## src/design/rbe_pkg.sv

```systemverilog
// ----------------------------------------------------------------------------
// rbe_pkg: shared types, constants and functions of the Rijndael encryptor
// Holds the S-box table, GF(2^8) helpers, variant shapes and register codes.
// ----------------------------------------------------------------------------
package rbe_pkg;

    localparam int MAX_BLOCK_WORDS_DEF = 8;
    localparam int NUM_ROWS            = 15;
    localparam int ROW_W               = $clog2(NUM_ROWS);

    // Configuration register indexes
    localparam logic [2:0] REG_VARIANT = 3'd0;
    localparam logic [2:0] REG_KEY0    = 3'd1;
    localparam logic [2:0] REG_KEY1    = 3'd2;
    localparam logic [2:0] REG_KEY2    = 3'd3;
    localparam logic [2:0] REG_KEY3    = 3'd4;

    // Variant codes
    localparam logic [2:0] VAR_AES128 = 3'd0;
    localparam logic [2:0] VAR_AES192 = 3'd1;
    localparam logic [2:0] VAR_AES256 = 3'd2;
    localparam logic [2:0] VAR_RIJ192 = 3'd3;
    localparam logic [2:0] VAR_RIJ256 = 3'd4;

    typedef logic [3:0][63:0] t_blk;

    typedef struct packed {
        logic [3:0] nk;
        logic [3:0] nb;
        logic [3:0] nr;
    } t_shape;

    localparam logic [7:0] SBOX [256] = '{
        8'h63, 8'h7c, 8'h77, 8'h7b, 8'hf2, 8'h6b, 8'h6f, 8'hc5,
        8'h30, 8'h01, 8'h67, 8'h2b, 8'hfe, 8'hd7, 8'hab, 8'h76,
        8'hca, 8'h82, 8'hc9, 8'h7d, 8'hfa, 8'h59, 8'h47, 8'hf0,
        8'had, 8'hd4, 8'ha2, 8'haf, 8'h9c, 8'ha4, 8'h72, 8'hc0,
        8'hb7, 8'hfd, 8'h93, 8'h26, 8'h36, 8'h3f, 8'hf7, 8'hcc,
        8'h34, 8'ha5, 8'he5, 8'hf1, 8'h71, 8'hd8, 8'h31, 8'h15,
        8'h04, 8'hc7, 8'h23, 8'hc3, 8'h18, 8'h96, 8'h05, 8'h9a,
        8'h07, 8'h12, 8'h80, 8'he2, 8'heb, 8'h27, 8'hb2, 8'h75,
        8'h09, 8'h83, 8'h2c, 8'h1a, 8'h1b, 8'h6e, 8'h5a, 8'ha0,
        8'h52, 8'h3b, 8'hd6, 8'hb3, 8'h29, 8'he3, 8'h2f, 8'h84,
        8'h53, 8'hd1, 8'h00, 8'hed, 8'h20, 8'hfc, 8'hb1, 8'h5b,
        8'h6a, 8'hcb, 8'hbe, 8'h39, 8'h4a, 8'h4c, 8'h58, 8'hcf,
        8'hd0, 8'hef, 8'haa, 8'hfb, 8'h43, 8'h4d, 8'h33, 8'h85,
        8'h45, 8'hf9, 8'h02, 8'h7f, 8'h50, 8'h3c, 8'h9f, 8'ha8,
        8'h51, 8'ha3, 8'h40, 8'h8f, 8'h92, 8'h9d, 8'h38, 8'hf5,
        8'hbc, 8'hb6, 8'hda, 8'h21, 8'h10, 8'hff, 8'hf3, 8'hd2,
        8'hcd, 8'h0c, 8'h13, 8'hec, 8'h5f, 8'h97, 8'h44, 8'h17,
        8'hc4, 8'ha7, 8'h7e, 8'h3d, 8'h64, 8'h5d, 8'h19, 8'h73,
        8'h60, 8'h81, 8'h4f, 8'hdc, 8'h22, 8'h2a, 8'h90, 8'h88,
        8'h46, 8'hee, 8'hb8, 8'h14, 8'hde, 8'h5e, 8'h0b, 8'hdb,
        8'he0, 8'h32, 8'h3a, 8'h0a, 8'h49, 8'h06, 8'h24, 8'h5c,
        8'hc2, 8'hd3, 8'hac, 8'h62, 8'h91, 8'h95, 8'he4, 8'h79,
        8'he7, 8'hc8, 8'h37, 8'h6d, 8'h8d, 8'hd5, 8'h4e, 8'ha9,
        8'h6c, 8'h56, 8'hf4, 8'hea, 8'h65, 8'h7a, 8'hae, 8'h08,
        8'hba, 8'h78, 8'h25, 8'h2e, 8'h1c, 8'ha6, 8'hb4, 8'hc6,
        8'he8, 8'hdd, 8'h74, 8'h1f, 8'h4b, 8'hbd, 8'h8b, 8'h8a,
        8'h70, 8'h3e, 8'hb5, 8'h66, 8'h48, 8'h03, 8'hf6, 8'h0e,
        8'h61, 8'h35, 8'h57, 8'hb9, 8'h86, 8'hc1, 8'h1d, 8'h9e,
        8'he1, 8'hf8, 8'h98, 8'h11, 8'h69, 8'hd9, 8'h8e, 8'h94,
        8'h9b, 8'h1e, 8'h87, 8'he9, 8'hce, 8'h55, 8'h28, 8'hdf,
        8'h8c, 8'ha1, 8'h89, 8'h0d, 8'hbf, 8'he6, 8'h42, 8'h68,
        8'h41, 8'h99, 8'h2d, 8'h0f, 8'hb0, 8'h54, 8'hbb, 8'h16
    };

    function automatic logic [7:0] xtime(input logic [7:0] a);
        return {a[6:0], 1'b0} ^ (a[7] ? 8'h1b : 8'h00);
    endfunction

    function automatic logic [31:0] sub_word(input logic [31:0] w);
        return {SBOX[w[31:24]], SBOX[w[23:16]], SBOX[w[15:8]], SBOX[w[7:0]]};
    endfunction

    // Unknown codes and blocks wider than the store fall back to AES-128
    function automatic t_shape get_shape(input logic [2:0] v, input int max_words);
        t_shape s;
        s = '{nk: 4'd4, nb: 4'd4, nr: 4'd10};
        unique case (v)
            VAR_AES192: s = '{nk: 4'd6, nb: 4'd4, nr: 4'd12};
            VAR_AES256: s = '{nk: 4'd8, nb: 4'd4, nr: 4'd14};
            VAR_RIJ192: if (max_words >= 6) s = '{nk: 4'd6, nb: 4'd6, nr: 4'd12};
            VAR_RIJ256: if (max_words >= 8) s = '{nk: 4'd8, nb: 4'd8, nr: 4'd14};
            default:    s = '{nk: 4'd4, nb: 4'd4, nr: 4'd10};
        endcase
        return s;
    endfunction

endpackage

```

## src/design/rbe_key.sv

```systemverilog
// ----------------------------------------------------------------------------
// rbe_key: configuration registers and round-key store
// Expands the key one schedule word per cycle into a row-organized store.
// ----------------------------------------------------------------------------
module rbe_key #(
    parameter int MAX_BLOCK_WORDS = rbe_pkg::MAX_BLOCK_WORDS_DEF
) (
    input  logic                              i_clk,
    input  logic                              i_rst_n,
    input  logic                              i_cfg_we,
    input  logic [2:0]                        i_cfg_index,
    input  logic [63:0]                       i_cfg_data,
    output rbe_pkg::t_shape                   o_shape,
    output logic                              o_ready,
    input  logic [rbe_pkg::ROW_W-1:0]         i_rd_row,
    output logic [MAX_BLOCK_WORDS-1:0][31:0]  o_rd_data
);
    import rbe_pkg::*;

    localparam int CW = $clog2(MAX_BLOCK_WORDS);

    logic [2:0]                      r_variant;
    logic [63:0]                     r_key [4];
    logic [MAX_BLOCK_WORDS-1:0][31:0] r_mem [NUM_ROWS];
    logic [31:0]                     r_win [8];
    logic                            r_busy;
    logic                            r_first;
    logic [2:0]                      r_kmod;
    logic [CW-1:0]                   r_col;
    logic [ROW_W-1:0]                r_row;
    logic [7:0]                      r_rcon;
    t_shape                          w_shape;
    logic [31:0]                     w_t;
    logic [31:0]                     w_word;
    logic [63:0]                     w_kw;
    logic                            w_last;

    assign w_shape = get_shape(r_variant, MAX_BLOCK_WORDS);
    assign o_shape = w_shape;
    assign o_ready = !r_busy;

    // Next schedule word
    always_comb begin
        w_kw = r_key[r_kmod[2:1]];
        w_t  = r_win[0];
        if (r_kmod == 3'd0) begin
            w_t = sub_word({r_win[0][23:0], r_win[0][31:24]}) ^ {r_rcon, 24'd0};
        end else if (w_shape.nk == 4'd8 && r_kmod == 3'd4) begin
            w_t = sub_word(r_win[0]);
        end
        if (r_first) begin
            w_word = r_kmod[0] ? w_kw[31:0] : w_kw[63:32];
        end else begin
            w_word = r_win[3'(w_shape.nk - 4'd1)] ^ w_t;
        end
        w_last = (r_row == ROW_W'(w_shape.nr)) && (r_col == CW'(w_shape.nb - 4'd1));
    end

    // Write registers
    always_ff @(posedge i_clk) begin
        if (!i_rst_n) begin
            r_variant <= VAR_AES128;
            r_key     <= '{default: 64'd0};
        end else if (i_cfg_we) begin
            case (i_cfg_index)
                REG_VARIANT: r_variant <= i_cfg_data[2:0];
                REG_KEY0:    r_key[0]  <= i_cfg_data;
                REG_KEY1:    r_key[1]  <= i_cfg_data;
                REG_KEY2:    r_key[2]  <= i_cfg_data;
                REG_KEY3:    r_key[3]  <= i_cfg_data;
                default:     ;
            endcase
        end
    end

    // Sequence the expansion; restart after reset and every write
    always_ff @(posedge i_clk) begin
        if (!i_rst_n || i_cfg_we) begin
            r_busy  <= 1'b1;
            r_first <= 1'b1;
            r_kmod  <= 3'd0;
            r_col   <= '0;
            r_row   <= '0;
            r_rcon  <= 8'h01;
        end else if (r_busy) begin
            if (r_kmod == 3'(w_shape.nk - 4'd1)) begin
                r_kmod  <= 3'd0;
                r_first <= 1'b0;
            end else begin
                r_kmod <= r_kmod + 3'd1;
            end
            if (!r_first && r_kmod == 3'd0) r_rcon <= xtime(r_rcon);
            if (r_col == CW'(w_shape.nb - 4'd1)) begin
                r_col <= '0;
                r_row <= r_row + ROW_W'(1);
            end else begin
                r_col <= r_col + CW'(1);
            end
            if (w_last) r_busy <= 1'b0;
        end
    end

    // Shift window of recent schedule words
    always_ff @(posedge i_clk) begin
        if (r_busy) begin
            r_win[0] <= w_word;
            for (int i = 1; i < 8; i++) r_win[i] <= r_win[i-1];
        end
    end

    // Store write and registered row read
    always_ff @(posedge i_clk) begin
        if (r_busy) r_mem[r_row][r_col] <= w_word;
        o_rd_data <= r_mem[i_rd_row];
    end

endmodule

```

## config.mk

```make
export PLATFORM = sky130hd
export DESIGN_NAME = rbe_key
export DESIGN_NICKNAME = d
export VERILOG_FILES = /design/src/design/rbe_pkg.sv /design/src/design/rbe_key.sv
export SDC_FILE = /design/constraint.sdc
export NUM_CORES = 2
export LEC_CHECK = 0
export ABC_AREA = 0
export BUFFER_PORTS_ARGS = -buffer_cell sky130_fd_sc_hd__buf_2
export CAP_MARGIN = 40
export CORE_MARGIN = 5
export CORE_UTILIZATION = 45
export CTS_CLUSTER_DIAMETER = 150
export DETAILED_ROUTE_END_ITERATION = 12
export PLACE_DENSITY_LB_ADDON = 0.1
export SKIP_LAST_GASP = 1
export SYNTH_ARGS = -nofsm -noshare
export SYNTH_HDL_FRONTEND = slang
export SYNTH_SLANG_ARGS = --single-unit
```

## constraint.sdc

```tcl
create_clock -name i_clk -period 14.9 [get_ports i_clk]
set_clock_uncertainty 0.2 [all_clocks]
set_input_delay 2.98 -clock i_clk [delete_from_list [all_inputs] [get_ports i_clk]]
set_output_delay 2.98 -clock i_clk [all_outputs]
set_load 0.03 [all_outputs]
```

==> key figures <==
Cells and area
  – Fin util: 51.51%
  – Area Overhead vs Synth: 14.07%
  – Storage element area: 133,700 um2
  – Multi-input combinational cell area: 50,740 um2
  – Finished Layout Cells: 16,872
  – Layout cells sized above 1: 24.68%
  – Filler cells: 33,072
  – Nets: 11,112
  – Final Cell Area: 212,800 um2

Clock tree
  – CTS tree: yes
  – Post-CTS repair timing setup buffer count: 0
  – Clock H-tree levels: 5
  – Clock Tree Buf Depth: 4
  – Reg clk slew, reported paths: 0.07 ns
  – Clock sink count: 4,631
  – Clock root buffer: clkbuf_16
  – Clock Latency Late Sink: 1.00 ns
  – Hold Buf Count CTS: 0
  – TritonCTS buffer count: 469
  – Post-CTS Resized: 0

Global route
  – Tot GR Track Use: 24.99%
  – Initial antenna violation count: 66
  – Grt total ovfl: 0
  – First-pass GRT wire length: 773,700 um
  – Pin count of the biggest net entering global routing: 160
  – Vias in the first global route: 104,303

Synth
  – Seq cells post-synth: 4,631
  – Synth area leaders: edfxtp_1, mux4_2, dfxtp_1, nand2_1, mux2i_1
  – Post-synth EDFFs: 4,096
  – Ys flop type: edfxtp_1
  – Post-synth ARST share: 0%
  – Synth top area share: 65.94%
  – Yosys warnings: 0
  – Cells after synthesis: 10,525
  – Sequential area share after synthesis: 71.68%
  – Cell Area, Synth: 186,500 um2
  – Largest area contributor in the netlist: edfxtp_1
  – Netlist cell types: 97
  – Syn Area/Cell: 17.72 um2

Worst hold path
  – Hold_sp: r_win[4][25]
  – Min-Delay Path Class: reg -> reg
  – Hold worst-path end: r_win[5][25]
  – Hold Path Cell Cnt: 0

Floorplan
  – Area of the die: 427,500 um2
  – Die Wd: 653.8 um
  – I/O Pins: 343
  – Starting Density: 45.16%
  – Core box area: 413,100 um2
  – Die height: 653.8 um
  – Num rows: 236

Route
  – Met3 Wirelength: 35,680 um
  – Vias: 102,911
  – Routed WL per cell: 32.21 um
  – DR vias/cell: 6.100
  – Highest routed layer: met5
  – 1st-pass router iterations: 8
  – Final ANT Viol Nets: 0
  – DR WL met2: 264,200 um
  – Initial DRC Count: 12,120
  – WL met1: 228,400 um
  – WL final: 543,400 um
  – Drc violations: 0

Pwr
  – Net Sw Power: 6.079 mW
  – Gate power share: 5.8%
  – Sw Share: 21.99%
  – P_int: 21.56 mW
  – P_leak: 69.71 nW
  – Pwr/cell area: 129.9 nW/um2
  – Post-layout power: 27.64 mW
  – Register share of total power: 51.7%
  – Clock power frac: 42.5%
  – Max VDD drop: 102.7 uV

STA
  – Peak Freq: 144.8 MHz
  – Final hold violations: 0
  – RSZ-0062 raised after global routing: no
  – Slew Limit Headroom: 26.17%
  – Final Critical Period: 6.907 ns
  – Max Slew Vio Count: 0
  – Final Setup Violations: 0
  – Slew @ Worst Pin: 1.107 ns
  – Setup TNS: 0 ns
  – Part of the cycle the worst path needs: 46.35%

Worst setup path
  – Required time worst endpoint: 15.35 ns
  – Critical path type: reg -> reg
  – RR Startpoint: r_win[0][9]
  – Crit. End Element: flip-flop
  – Reg2Reg Depth: 14
  – Arrival time at the worst endpoint: 7.35 ns
  – Critical path peak fanout: 75
  – Worst R2R Setup Slack: 7.99 ns
  – Worst R2R End: r_mem[4][175]
  – Crit start category: flip-flop

Run status
  – Status: finished, final reports clean

Placement
  – Placed cells: 15,971
  – Port bufs: 338
  – Area after DPL: 197,100 um2
  – DP Wirelength: 300,100 um
  – GP Congestion: 0.9107

Job
  – Max-cap viol count: 0
==> cell usage in the layout, fill, tap and decap left out, drive strengths merged, types with 25 or more instances in the layout <==
cell | synthesis | routed
inv | 59 | 78
or2 | 32 | 32
o21ai | 435 | 435
edfxtp | 4096 | 4096
o211ai | 63 | 63
nor3 | 92 | 92
xnor2 | 30 | 30
a21boi | 261 | 261
nor2 | 311 | 311
a21oi | 194 | 194
a21o | 27 | 27
o31ai | 27 | 27
and2 | 42 | 42
mux4 | 1141 | 1141
nand3 | 97 | 97
nor3b | 29 | 29
a211o | 29 | 29
dfxtp | 535 | 535
clkinv | 6 | 154
nand2 | 1036 | 1036
a311oi | 49 | 49
bufinv | 0 | 35
mux2i | 325 | 325
ha | 67 | 67
clkbuf | 480 | 664
buf | 277 | 730
nor2b | 89 | 89
nand2b | 98 | 98
a31oi | 55 | 55
o311ai | 59 | 59
a211oi | 54 | 54
a221oi | 25 | 25
and3 | 31 | 31
==> worst max-delay path, cell delays in order (launching register included) <==
cell and delay (ns):
edfxtp_1 0.32, buf_4 0.48, inv_1 0.44, ha_1 0.41, buf_4 0.25, mux2i_1 0.32, o2111ai_1 0.29, a31oi_1 0.15
a211o_1 0.38, a221oi_1 0.93, o211ai_1 0.22, xnor2_1 0.36, a21oi_4 0.24, buf_4 0.61, buf_4 0.77
==> Yosys cell counts, types with 92 or more instances <==
library cell / number
nand2_1: 1035
nand2b_1: 98
clkbuf_1: 477
dfxtp_1: 535
nor3_1: 92
mux2i_1: 325
buf_1: 130
o21ai_0: 426
nor2_1: 309
a21oi_1: 194
a21boi_0: 261
buf_2: 120
mux4_2: 1141
nand3_1: 97
edfxtp_1: 4096
==> power by group through the flow <==
stage / combinational, mW / clock [mW] / sequential (mW)
after global routing: 1.70 / 12.6 / 14.3
final: 1.60 / 11.8 / 14.3
after floorplan: 0.896 / 0 / 14.6
after global placement: 1.58 / 0 / 14.6
after detailed placement: 1.61 / 0 / 14.6
after CTS: 1.61 / 12.0 / 14.3
==> stage by stage <==
stage,hold slack [ns],setup WS [ns]
after floorplan,0.2003,3.979
after global placement,0.2009,7.593
after detailed placement,0.2045,7.558
after CTS,0.1537,8.055
after global routing,0.1875,7.957
final,0.1612,7.993
==> logic make-up after synthesis <==
| kind of cell | share of synthesized area (%) |
|---|---|
| other | 0.004026 |
| XOR/XNOR | 0.1831 |
| adder cells (fa/ha/maj) | 0.4494 |
| AO/OA/AOI/OAI | 5.567 |
| AND/OR/NAND/NOR | 4.684 |
| buffers and inverters | 1.805 |
| flip-flops | 71.68 |
| multiplexers | 15.63 |
==> worst max-delay path by stage <==
stage / startpoint / end
2_1_floorplan: r_win[0][17] / r_mem[0][124]
3_3_place_gp: i_rd_row[0] / o_rd_data[21]
3_5_place_dp: i_rd_row[0] / o_rd_data[28]
4_1_cts: r_win[0][9] / r_mem[4][175]
5_1_grt: r_win[0][9] / r_mem[4][175]
6_report: r_win[0][9] / r_mem[4][175]
==> routing by layer <==
metal,vias up,global-route usage (%)
met1,54853,35.27
met5,-,0
met4,20,6.494
met3,832,3.740
met2,4090,40.99
li1,43116,-
==> sequential cells by signal (all words and copies together) (netlist names) <==
| signal | flops |
|---|---|
| r_mem | 3840 |
| r_first | 1 |
| r_key | 256 |
| r_rcon | 8 |
| r_win | 256 |
| r_kmod | 3 |
| r_col | 3 |
| r_busy | 1 |
| r_row | 4 |
| r_variant | 3 |
| o_rd_data | 256 |
==> area by class of cell <==
cell class / count / share of cell area [%]
flip-flops and latches: 4631 / 62.84
well taps: 5474 / 3.219
inverters: 65 / 0.1147
repair buffers: 730 / 2.648
diodes: 21 / 0.02470
multi-input cells: 5074 / 23.85
clock inverters: 213 / 1.073
clock buffers: 664 / 6.231
Power figures use the tool's default switching activity.
