$ cat config.mk
export PLATFORM = sky130hd
export DESIGN_NAME = rbe_front
export DESIGN_NICKNAME = d
export VERILOG_FILES = /design/src/design/rbe_pkg.sv /design/src/design/rbe_front.sv
export SDC_FILE = /design/constraint.sdc
export NUM_CORES = 1
export LEC_CHECK = 0
export BUFFER_PORTS_ARGS = -buffer_cell sky130_fd_sc_hd__buf_4
export CAP_MARGIN = 10
export CORE_ASPECT_RATIO = 1.25
export CORE_MARGIN = 10
export CORE_UTILIZATION = 40
export CTS_CLUSTER_DIAMETER = 30
export DETAILED_ROUTE_END_ITERATION = 16
export GPL_TIMING_DRIVEN = 0
export PLACE_DENSITY = 0.7
export SLEW_MARGIN = 20
export SYNTH_ARGS = -nofsm -noshare
export SYNTH_HDL_FRONTEND = slang
export SYNTH_SLANG_ARGS = --single-unit
$ cat constraint.sdc
create_clock -name i_clk -period 21.6 [get_ports i_clk]
set_clock_uncertainty 0.15 [all_clocks]
set_input_delay 1.08 -clock i_clk [delete_from_list [all_inputs] [get_ports i_clk]]
set_output_delay 1.08 -clock i_clk [all_outputs]
set_load 0.02 [all_outputs]
$ cat src/design/rbe_pkg.sv
// ----------------------------------------------------------------------------
// rbe_pkg: shared types, constants and functions of the Rijndael encryptor
// Holds the S-box table, GF(2^8) helpers, variant shapes and register codes.
// ----------------------------------------------------------------------------
package rbe_pkg;

    localparam int MAX_BLOCK_WORDS_DEF = 8;
    localparam int NUM_ROWS            = 15;
    localparam int ROW_W               = $clog2(NUM_ROWS);

    // Configuration register indexes
    localparam logic [2:0] REG_VARIANT = 3'd0;
    localparam logic [2:0] REG_KEY0    = 3'd1;
    localparam logic [2:0] REG_KEY1    = 3'd2;
    localparam logic [2:0] REG_KEY2    = 3'd3;
    localparam logic [2:0] REG_KEY3    = 3'd4;

    // Variant codes
    localparam logic [2:0] VAR_AES128 = 3'd0;
    localparam logic [2:0] VAR_AES192 = 3'd1;
    localparam logic [2:0] VAR_AES256 = 3'd2;
    localparam logic [2:0] VAR_RIJ192 = 3'd3;
    localparam logic [2:0] VAR_RIJ256 = 3'd4;

    typedef logic [3:0][63:0] t_blk;

    typedef struct packed {
        logic [3:0] nk;
        logic [3:0] nb;
        logic [3:0] nr;
    } t_shape;

    localparam logic [7:0] SBOX [256] = '{
        8'h63, 8'h7c, 8'h77, 8'h7b, 8'hf2, 8'h6b, 8'h6f, 8'hc5,
        8'h30, 8'h01, 8'h67, 8'h2b, 8'hfe, 8'hd7, 8'hab, 8'h76,
        8'hca, 8'h82, 8'hc9, 8'h7d, 8'hfa, 8'h59, 8'h47, 8'hf0,
        8'had, 8'hd4, 8'ha2, 8'haf, 8'h9c, 8'ha4, 8'h72, 8'hc0,
        8'hb7, 8'hfd, 8'h93, 8'h26, 8'h36, 8'h3f, 8'hf7, 8'hcc,
        8'h34, 8'ha5, 8'he5, 8'hf1, 8'h71, 8'hd8, 8'h31, 8'h15,
        8'h04, 8'hc7, 8'h23, 8'hc3, 8'h18, 8'h96, 8'h05, 8'h9a,
        8'h07, 8'h12, 8'h80, 8'he2, 8'heb, 8'h27, 8'hb2, 8'h75,
        8'h09, 8'h83, 8'h2c, 8'h1a, 8'h1b, 8'h6e, 8'h5a, 8'ha0,
        8'h52, 8'h3b, 8'hd6, 8'hb3, 8'h29, 8'he3, 8'h2f, 8'h84,
        8'h53, 8'hd1, 8'h00, 8'hed, 8'h20, 8'hfc, 8'hb1, 8'h5b,
        8'h6a, 8'hcb, 8'hbe, 8'h39, 8'h4a, 8'h4c, 8'h58, 8'hcf,
        8'hd0, 8'hef, 8'haa, 8'hfb, 8'h43, 8'h4d, 8'h33, 8'h85,
        8'h45, 8'hf9, 8'h02, 8'h7f, 8'h50, 8'h3c, 8'h9f, 8'ha8,
        8'h51, 8'ha3, 8'h40, 8'h8f, 8'h92, 8'h9d, 8'h38, 8'hf5,
        8'hbc, 8'hb6, 8'hda, 8'h21, 8'h10, 8'hff, 8'hf3, 8'hd2,
        8'hcd, 8'h0c, 8'h13, 8'hec, 8'h5f, 8'h97, 8'h44, 8'h17,
        8'hc4, 8'ha7, 8'h7e, 8'h3d, 8'h64, 8'h5d, 8'h19, 8'h73,
        8'h60, 8'h81, 8'h4f, 8'hdc, 8'h22, 8'h2a, 8'h90, 8'h88,
        8'h46, 8'hee, 8'hb8, 8'h14, 8'hde, 8'h5e, 8'h0b, 8'hdb,
        8'he0, 8'h32, 8'h3a, 8'h0a, 8'h49, 8'h06, 8'h24, 8'h5c,
        8'hc2, 8'hd3, 8'hac, 8'h62, 8'h91, 8'h95, 8'he4, 8'h79,
        8'he7, 8'hc8, 8'h37, 8'h6d, 8'h8d, 8'hd5, 8'h4e, 8'ha9,
        8'h6c, 8'h56, 8'hf4, 8'hea, 8'h65, 8'h7a, 8'hae, 8'h08,
        8'hba, 8'h78, 8'h25, 8'h2e, 8'h1c, 8'ha6, 8'hb4, 8'hc6,
        8'he8, 8'hdd, 8'h74, 8'h1f, 8'h4b, 8'hbd, 8'h8b, 8'h8a,
        8'h70, 8'h3e, 8'hb5, 8'h66, 8'h48, 8'h03, 8'hf6, 8'h0e,
        8'h61, 8'h35, 8'h57, 8'hb9, 8'h86, 8'hc1, 8'h1d, 8'h9e,
        8'he1, 8'hf8, 8'h98, 8'h11, 8'h69, 8'hd9, 8'h8e, 8'h94,
        8'h9b, 8'h1e, 8'h87, 8'he9, 8'hce, 8'h55, 8'h28, 8'hdf,
        8'h8c, 8'ha1, 8'h89, 8'h0d, 8'hbf, 8'he6, 8'h42, 8'h68,
        8'h41, 8'h99, 8'h2d, 8'h0f, 8'hb0, 8'h54, 8'hbb, 8'h16
    };

    function automatic logic [7:0] xtime(input logic [7:0] a);
        return {a[6:0], 1'b0} ^ (a[7] ? 8'h1b : 8'h00);
    endfunction

    function automatic logic [31:0] sub_word(input logic [31:0] w);
        return {SBOX[w[31:24]], SBOX[w[23:16]], SBOX[w[15:8]], SBOX[w[7:0]]};
    endfunction

    // Unknown codes and blocks wider than the store fall back to AES-128
    function automatic t_shape get_shape(input logic [2:0] v, input int max_words);
        t_shape s;
        s = '{nk: 4'd4, nb: 4'd4, nr: 4'd10};
        unique case (v)
            VAR_AES192: s = '{nk: 4'd6, nb: 4'd4, nr: 4'd12};
            VAR_AES256: s = '{nk: 4'd8, nb: 4'd4, nr: 4'd14};
            VAR_RIJ192: if (max_words >= 6) s = '{nk: 4'd6, nb: 4'd6, nr: 4'd12};
            VAR_RIJ256: if (max_words >= 8) s = '{nk: 4'd8, nb: 4'd8, nr: 4'd14};
            default:    s = '{nk: 4'd4, nb: 4'd4, nr: 4'd10};
        endcase
        return s;
    endfunction

endpackage

$ cat src/design/rbe_front.sv
// ----------------------------------------------------------------------------
// rbe_front: input queue
// Two-entry queue that takes plaintext items and hands them to the round engine.
// ----------------------------------------------------------------------------
module rbe_front (
    input  logic          i_clk,
    input  logic          i_rst_n,
    input  logic          i_push,
    output logic          o_full,
    input  rbe_pkg::t_blk i_blk,
    output logic          o_valid,
    output rbe_pkg::t_blk o_blk,
    input  logic          i_pop
);
    import rbe_pkg::*;

    t_blk       r_q [2];
    logic       r_wr;
    logic       r_rd;
    logic [1:0] r_cnt;
    logic       w_push;
    logic       w_pop;

    assign o_full  = (r_cnt == 2'd2);
    assign o_valid = (r_cnt != 2'd0);
    assign o_blk   = r_q[r_rd];
    assign w_push  = i_push && !o_full;
    assign w_pop   = i_pop && o_valid;

    // Store item payload
    always_ff @(posedge i_clk) begin
        if (w_push) begin
            r_q[r_wr] <= i_blk;
        end
    end

    // Advance pointers and count
    always_ff @(posedge i_clk) begin
        if (!i_rst_n) begin
            r_wr  <= 1'b0;
            r_rd  <= 1'b0;
            r_cnt <= 2'd0;
        end else begin
            if (w_push) r_wr <= ~r_wr;
            if (w_pop)  r_rd <= ~r_rd;
            r_cnt <= r_cnt + {1'b0, w_push} - {1'b0, w_pop};
        end
    end

endmodule

==> metrics.json, run 1 <==
{
  "drc_errors": {"value": 0},
  "globalplace.congestion": {"value": 0.770},
  "dieWidth": {"value": 214, "unit": "um"},
  "numClockSinks": {"value": 517},
  "leading_cell_type_in_the_layout_fill_and_taps_excluded": {"value": "buf_4"},
  "synthesis.nets": {"value": 1084},
  "detail_route.vias_per_cell": {"value": 4.71},
  "final_cell_mix": {"value": "518 x buf_4, 512 x edfxtp_1, 256 x mux2_2, 90 x clkbuf_16, 26 x buf_6"},
  "io_pins": {"value": 518},
  "cts_tree": {"value": "yes"},
  "report.final.slew_viol_count": {"value": 0},
  "htree_depth": {"value": 3},
  "worst_setup_path_start_kind": {"value": "flop"},
  "layout.filler_cells": {"value": 3399},
  "grt_first_pass_wirelength": {"value": 70100, "unit": "um"},
  "number_of_antenna_violations_at_the_first_check_in_global_routing": {"value": 6},
  "clock_transition_time_at_the_flip_flop_clock_pins_of_the_worst_setup_and_hold_paths": {"value": 0.04, "unit": "ns"},
  "drv_cap": {"value": 0},
  "num_vias": {"value": 10148},
  "routed_wire_length_per_instance": {"value": 22.3, "unit": "um"},
  "finalHoldWorstSlack": {"value": 0.366, "unit": "ns"},
  "post_route_cells_drive_above_1_share": {"value": 63.9, "unit": "%"},
  "outcome": {"value": "completed"},
  "r2r_cells": {"value": 5},
  "cts.repair_timing.setup_buffer_count": {"value": 0},
  "critPathArrivalTime": {"value": 2.02, "unit": "ns"},
  "timing.slew.headroom": {"value": 69.8, "unit": "%"},
  "crit_path_max_fanout": {"value": 10},
  "fin_total_pwr": {"value": 0.00369, "unit": "W"},
  "crit_path_top_delay_cell": {"value": "dfxtp_1"},
  "hold_path_end": {"value": "r_rd"},
  "grt.overflow.total": {"value": 0},
  "detailed_place_hpwl": {"value": 34700, "unit": "um"},
  "layout_worst_path_cycle_share": {"value": 15.1, "unit": "%"},
  "worst_setup_path_end_kind": {"value": "output port"},
  "cts_max_path_bufs": {"value": 3},
  "clk_latency": {"value": 0.60, "unit": "ns"},
  "achievable-frequency": {"value": 307, "unit": "MHz"},
  "hold_depth": {"value": 2},
  "number_of_library_cell_types_mapped_by_synthesis": {"value": 18},
  "worst-slew-pin-transition": {"value": 0.452, "unit": "ns"},
  "effective_utilization_at_floorplan": {"value": 40.6, "unit": "%"},
  "drt_first_iter_violations": {"value": 440},
  "reg2reg_slack": {"value": 19.16, "unit": "ns"},
  "finalNetCount": {"value": 1710},
  "holdCritStartpoint": {"value": "r_rd"},
  "finalSetupTns": {"value": 0, "unit": "ns"},
  "synthesis.area": {"value": 18800, "unit": "um2"},
  "cts_inserted_buffers": {"value": 89},
  "worst_hold_path_type": {"value": "reg2reg"},
  "cts_hold_buffers": {"value": 0},
  "root_buffer": {"value": "clkbuf_16"},
  "floorplan.die.height": {"value": 262, "unit": "um"},
  "timing.setup.critical_path_class": {"value": "reg2out"},
  "ys_seq_elements": {"value": 517},
  "critical_path_required": {"value": 20.37, "unit": "ns"},
  "finalWirelength": {"value": 48200, "unit": "um"},
  "first_global_vias": {"value": 11072},
  "critical-path-max-stage-delay": {"value": 0.38, "unit": "ns"},
  "final.min_clock_period": {"value": 3.25, "unit": "ns"},
  "hold_violations": {"value": 0},
  "rr_endpoint": {"value": "r_q[1][157]"},
  "netlist.area_leader.share": {"value": 81.8, "unit": "%"},
  "grt_start_max_net_pins": {"value": 53},
  "rsz0062_at_grt": {"value": "false"},
  "crit_path_cell_trace": {"value": "buf_6 -> buf_6 -> mux2_2 -> buf_4"},
  "regToRegStartpoint": {"value": "r_cnt[0]"},
  "synth_largest_area_cell": {"value": "edfxtp_1"},
  "static-leakage-power": {"value": 10.2, "unit": "nW"},
  "io_buffer_count": {"value": 517},
  "grt_usage": {"value": 16.8, "unit": "%"},
  "floorplan.rows": {"value": 88},
  "area_growth": {"value": 44.1, "unit": "%"},
  "cts_resizes": {"value": 0},
  "fp.coreArea": {"value": 46400, "unit": "um2"},
  "power.density": {"value": 136, "unit": "nW/um2"},
  "synth.yosys.seq_area_share": {"value": 82.3, "unit": "%"},
  "crit_path_frequent_cell": {"value": "buf_6"},
  "design.die.area": {"value": 56100, "unit": "um2"},
  "ys_top_cells_by_area": {"value": "edfxtp_1 82%, mux2_2 15%, buf_6 1.6%, dfxtp_1 0.53%, ha_1 0.13%"},
  "ys_warn_count": {"value": 0},
  "cell_count_after_synthesis": {"value": 822},
  "finalSetupViolCount": {"value": 0},
  "irDropWorstVdd": {"value": 0.0000905, "unit": "V"},
  "antenna_left": {"value": 0},
  "synth.avg_cell_area": {"value": 22.9, "unit": "um2"},
  "drt_first_pass_iters": {"value": 4}
}
==> layer usage <==
metal,wire (um),vias up,global-route usage [%]
li1,-,4581,-
met1,15600,5057,16.2
met2,26000,426,29.9
met3,5120,80,7.43
met4,1490,4,7.88
met5,33,-,0
==> logic make-up after synthesis <==
kind of cell / Yosys count / synth area share [%]
DFF: 517 / 82.3
muxes: 257 / 15.4
buffers and inverters: 31 / 1.68
and+or+nand+nor: 11 / 0.286
xor gates and xnor gates: 3 / 0.140
adders and majority gates: 2 / 0.133
AOI/OAI and AO/OA: 1 / 0.0400
==> worst max-delay path, delay by kind of cell, from the launching register on <==
| family | cells | cell delay (ns) |
|---|---|---|
| flip-flops | 1 | 0.38 |
| buffers and inverters | 3 | 0.65 |
| multiplexers | 1 | 0.37 |
==> cells in the mapped netlist (all sizes together) <==
cell type / number
mux2: 256
mux2i: 1
or2: 1
nand2: 2
nand2b: 2
buf: 28
ha: 2
xor2: 1
and2: 1
xnor2: 2
inv: 3
o21a: 1
dfxtp: 5
and3: 1
nor2: 4
edfxtp: 512
==> registers in the layout (all words and copies together) (netlist names), named ones only <==
register	count
r_cnt	2
r_q	512
r_rd	1
r_wr	1
==> stage by stage <==
stage	instance area (um2)	std cells	utilization, %	setup slack, ns
floorplan	18800	822	-	8.80
global placement	23500	1969	50.6	2.56
detailed placement	23900	1987	51.5	18.54
CTS	27100	2152	58.4	18.23
global route	27100	2156	58.4	18.22
finish	27100	2156	58.4	18.35
==> final cells by class <==
class	count	area (um2)	area share, %
flip-flops and latches	517	15500	57.1
repair buffers	535	4270	15.8
multi-input cells	274	3020	11.1
clock buffers	97	2280	8.41
clock inverters	68	930	3.43
well taps	630	788	2.91
plain buffers	28	305	1.13
inverters	3	11.3	0.0416
diodes	4	10.0	0.0369
==> how the worst max path moves through the flow <==
stage           start           to  slack (ns)  depth (start not counted)
5_1_grt          flop   o_blk[145]       18.22                          4
4_1_cts          flop   o_blk[152]       18.23                          4
2_1_floorplan  i_push    r_q[0][0]        8.80                          2
6_report         flop   o_blk[152]       18.35                          4
3_5_place_dp   i_push  r_q[1][133]       18.54                          5
3_3_place_gp   i_push  r_q[0][193]        2.56                          3
==> where the power goes <==
group / switching [W] / internal [W]
combinational: 0.000511 / 0.000421
clock: 0.000478 / 0.000996
sequential: 0.0000278 / 0.00126
total: 0.00102 / 0.00268
Note: power is estimated with default switching activity, not from simulation.
==> inputs of run 2 (changes only) <==
Clock period 21.6 ns to 3.26 ns, I/O delays scaled along.
==> run 2 against run 1 <==
Critical path depth is 1 higher. Worst setup slack worse by 18 ns. Die area stayed put. Sequential power grew to 6.6 times the previous value. Sequential share of layout area is 4.6 points lower. Critical path type is now reg2reg. Combinational power grew to 7.0 times the previous value.
==> metrics.json, run 2 (synthesis gave the netlist of run 1 again) <==
{
  "pwr-share-seq": {"value": 35.2, "unit": "%"},
  "hold_violations": {"value": 0},
  "combinationalPowerShare": {"value": 27.0, "unit": "%"},
  "drt_first_iter_violations": {"value": 564},
  "root_buffer": {"value": "clkbuf_16"},
  "r2r_cells": {"value": 5},
  "drt_first_pass_iters": {"value": 5},
  "power.density": {"value": 826, "unit": "nW/um2"},
  "clkPwrFrac": {"value": 37.8, "unit": "%"},
  "worst_setup_path_startpoint": {"value": "r_cnt[0]"},
  "fp.coreArea": {"value": 46400, "unit": "um2"},
  "rsz0062_at_grt": {"value": "false"},
  "rr_endpoint": {"value": "r_q[1][142]"},
  "antenna_left": {"value": 0},
  "number_of_antenna_violations_at_the_first_check_in_global_routing": {"value": 5},
  "outcome": {"value": "completed"},
  "reg2reg_slack": {"value": 0.67, "unit": "ns"},
  "final_instance_count_excl_fillers": {"value": 2405},
  "globalplace.congestion": {"value": 0.759},
  "regToRegStartpoint": {"value": "r_cnt[0]"},
  "internal": {"value": 0.0174, "unit": "W"},
  "htree_depth": {"value": 3},
  "layout.filler_cells": {"value": 2982},
  "timing.setup.critical_path_class": {"value": "reg2reg"},
  "worst_hold_path_type": {"value": "in2reg"},
  "finalWirelength": {"value": 54300, "unit": "um"},
  "cts_tree": {"value": "yes"},
  "io_buffer_count": {"value": 517},
  "final_core_utilization": {"value": 63.5, "unit": "%"},
  "termination_of_the_worst_setup_path": {"value": "r_q[1][142]"},
  "io_pins": {"value": 518},
  "area_growth": {"value": 56.7, "unit": "%"},
  "floorplan.rows": {"value": 88},
  "worst_setup_path_end_kind": {"value": "flop"},
  "grt.overflow.total": {"value": 0},
  "irDropWorstVdd": {"value": 0.000642, "unit": "V"},
  "grt_start_max_net_pins": {"value": 48},
  "final.min_clock_period": {"value": 2.59, "unit": "ns"},
  "post_route_cells_drive_above_1_share": {"value": 54.6, "unit": "%"},
  "timing.slew.headroom": {"value": 50.5, "unit": "%"},
  "layout.area.seq": {"value": 15500, "unit": "um2"},
  "largest_register_ff_count": {"value": 512},
  "design.die.area": {"value": 56100, "unit": "um2"},
  "detail_route.vias_per_cell": {"value": 4.71},
  "numClockSinks": {"value": 517},
  "worst_setup_path_start_kind": {"value": "flop"},
  "grt_usage": {"value": 18.7, "unit": "%"},
  "static-leakage-power": {"value": 11.2, "unit": "nW"},
  "cts.repair_timing.setup_buffer_count": {"value": 0},
  "cts_max_path_bufs": {"value": 3},
  "report.final.slew_viol_count": {"value": 0},
  "worst-slew-pin-transition": {"value": 0.740, "unit": "ns"},
  "critical_path_required": {"value": 3.37, "unit": "ns"},
  "placed_cells": {"value": 1985},
  "cts_inserted_buffers": {"value": 84},
  "critPathArrivalTime": {"value": 2.71, "unit": "ns"},
  "routed_wire_length_per_instance": {"value": 22.6, "unit": "um"},
  "clock_transition_time_at_the_flip_flop_clock_pins_of_the_worst_setup_and_hold_paths": {"value": 0.05, "unit": "ns"},
  "cts_resizes": {"value": 0},
  "layout_worst_path_cycle_share": {"value": 79.6, "unit": "%"},
  "drv_cap": {"value": 0},
  "achievable-frequency": {"value": 385, "unit": "MHz"},
  "cts_hold_buffers": {"value": 260},
  "multiInputGateArea": {"value": 3030, "unit": "um2"},
  "crit_path_max_fanout": {"value": 47},
  "first_global_vias": {"value": 12796},
  "dieWidth": {"value": 214, "unit": "um"},
  "top_regs": {"value": "r_q: 512 flops, r_cnt: 2 flops"},
  "effective_utilization_at_floorplan": {"value": 40.6, "unit": "%"},
  "floorplan.die.height": {"value": 262, "unit": "um"},
  "num_vias": {"value": 11326},
  "finalSetupViolCount": {"value": 0},
  "fin_area": {"value": 29500, "unit": "um2"},
  "detailed_place_hpwl": {"value": 34700, "unit": "um"},
  "placed_area": {"value": 23900, "unit": "um2"},
  "finalNetCount": {"value": 1963},
  "net-switching-power": {"value": 0.00695, "unit": "W"},
  "leading_cell_type_in_the_layout_fill_and_taps_excluded": {"value": "buf_4"},
  "regMostFlops": {"value": "r_q"},
  "drc_errors": {"value": 0},
  "clk_latency": {"value": 0.59, "unit": "ns"},
  "final_cell_mix": {"value": "518 x buf_4, 512 x edfxtp_1, 260 x dlygate4sd3_1, 256 x mux2_2, 85 x clkbuf_16"},
  "sw_frac_of_total": {"value": 28.6, "unit": "%"},
  "grt_first_pass_wirelength": {"value": 78800, "unit": "um"}
}
==> run 2: changes by cell type in the layout (fill, tap and decap cells not counted), sizes merged <==
cell / before / now
clkinv: 25 / 32
bufinv: 19 / 15
buf: 563 / 561
clkinvlp: 10 / 9
diode: 4 / 3
dlygate4sd3: 0 / 260
clkbuf: 97 / 88
inv: 17 / 16
==> run 2: per-layer routing <==
layer  share of wire (%)  track usage (%)  wire (um)  vias up
met5               0.042                0         23        -
met4                 3.8             8.59       2050        4
met3                 8.5             6.46       4610      114
met2                  54             33.9      29400      493
met1                  34             18.7      18200     5629
li1                    -                -          -     5086
==> run 2: worst min path at each step <==
stage | slack, ns | startpoint | endpoint | cells after the start
2_1_floorplan | 0.11 | i_blk[0] | r_q[0][0] | 0
3_3_place_gp | 0.20 | i_blk[249] | r_q[1][249] | 1
3_5_place_dp | 0.20 | i_blk[102] | r_q[0][102] | 1
4_1_cts | 0.09 | i_blk[102] | r_q[0][102] | 2
5_1_grt | 0.12 | i_blk[52] | r_q[0][52] | 2
6_report | 0.14 | i_blk[94] | r_q[0][94] | 2
==> run 2: power by group through the flow <==
stage / Combinational, W / Sequential (W) / Clock [W]
2_1_floorplan: 0.00345 / 0.00873 / 0
3_3_place_gp: 0.00598 / 0.00883 / 0
3_5_place_dp: 0.00625 / 0.00866 / 0
4_1_cts: 0.00657 / 0.00854 / 0.00928
5_1_grt: 0.00688 / 0.00862 / 0.00963
6_report: 0.00656 / 0.00857 / 0.00919
==> run 2: final cells by class <==
type,instances,share of cell area (%)
Sequential cell,517,52.5
Timing Repair Buffer,793,23.3
Multi-Input combinational cell,274,10.3
Clock buffer,88,7.26
Clock inverter,69,2.82
Tap cell,630,2.68
Buffer,28,1.04
Inverter,3,0.0382
Antenna cell,3,0.0255
==> run 2: per-stage QoR <==
| step | hold slack (ns) | setup WS [ns] | power [W] | setup TNS [ns] |
|---|---|---|---|---|
| 6_report | 0.143 | 0.665 | 0.0243 | 0 |
| 4_1_cts | 0.0876 | 0.622 | 0.0244 | 0 |
| 2_1_floorplan | 0.112 | -1.61 | 0.0122 | -650.03 |
| 3_5_place_dp | 0.200 | 0.637 | 0.0149 | 0 |
| 3_3_place_gp | 0.198 | -3.77 | 0.0148 | -1634.88 |
| 5_1_grt | 0.120 | 0.511 | 0.0251 | 0 |
==> run 2: worst max-delay path, cell delays in order, from the launching register on <==
cell and delay (ns):
dfxtp_2 0.34, nand2b_4 0.15, and3_4 0.63, buf_16 0.32
buf_16 0.29, buf_16 0.28
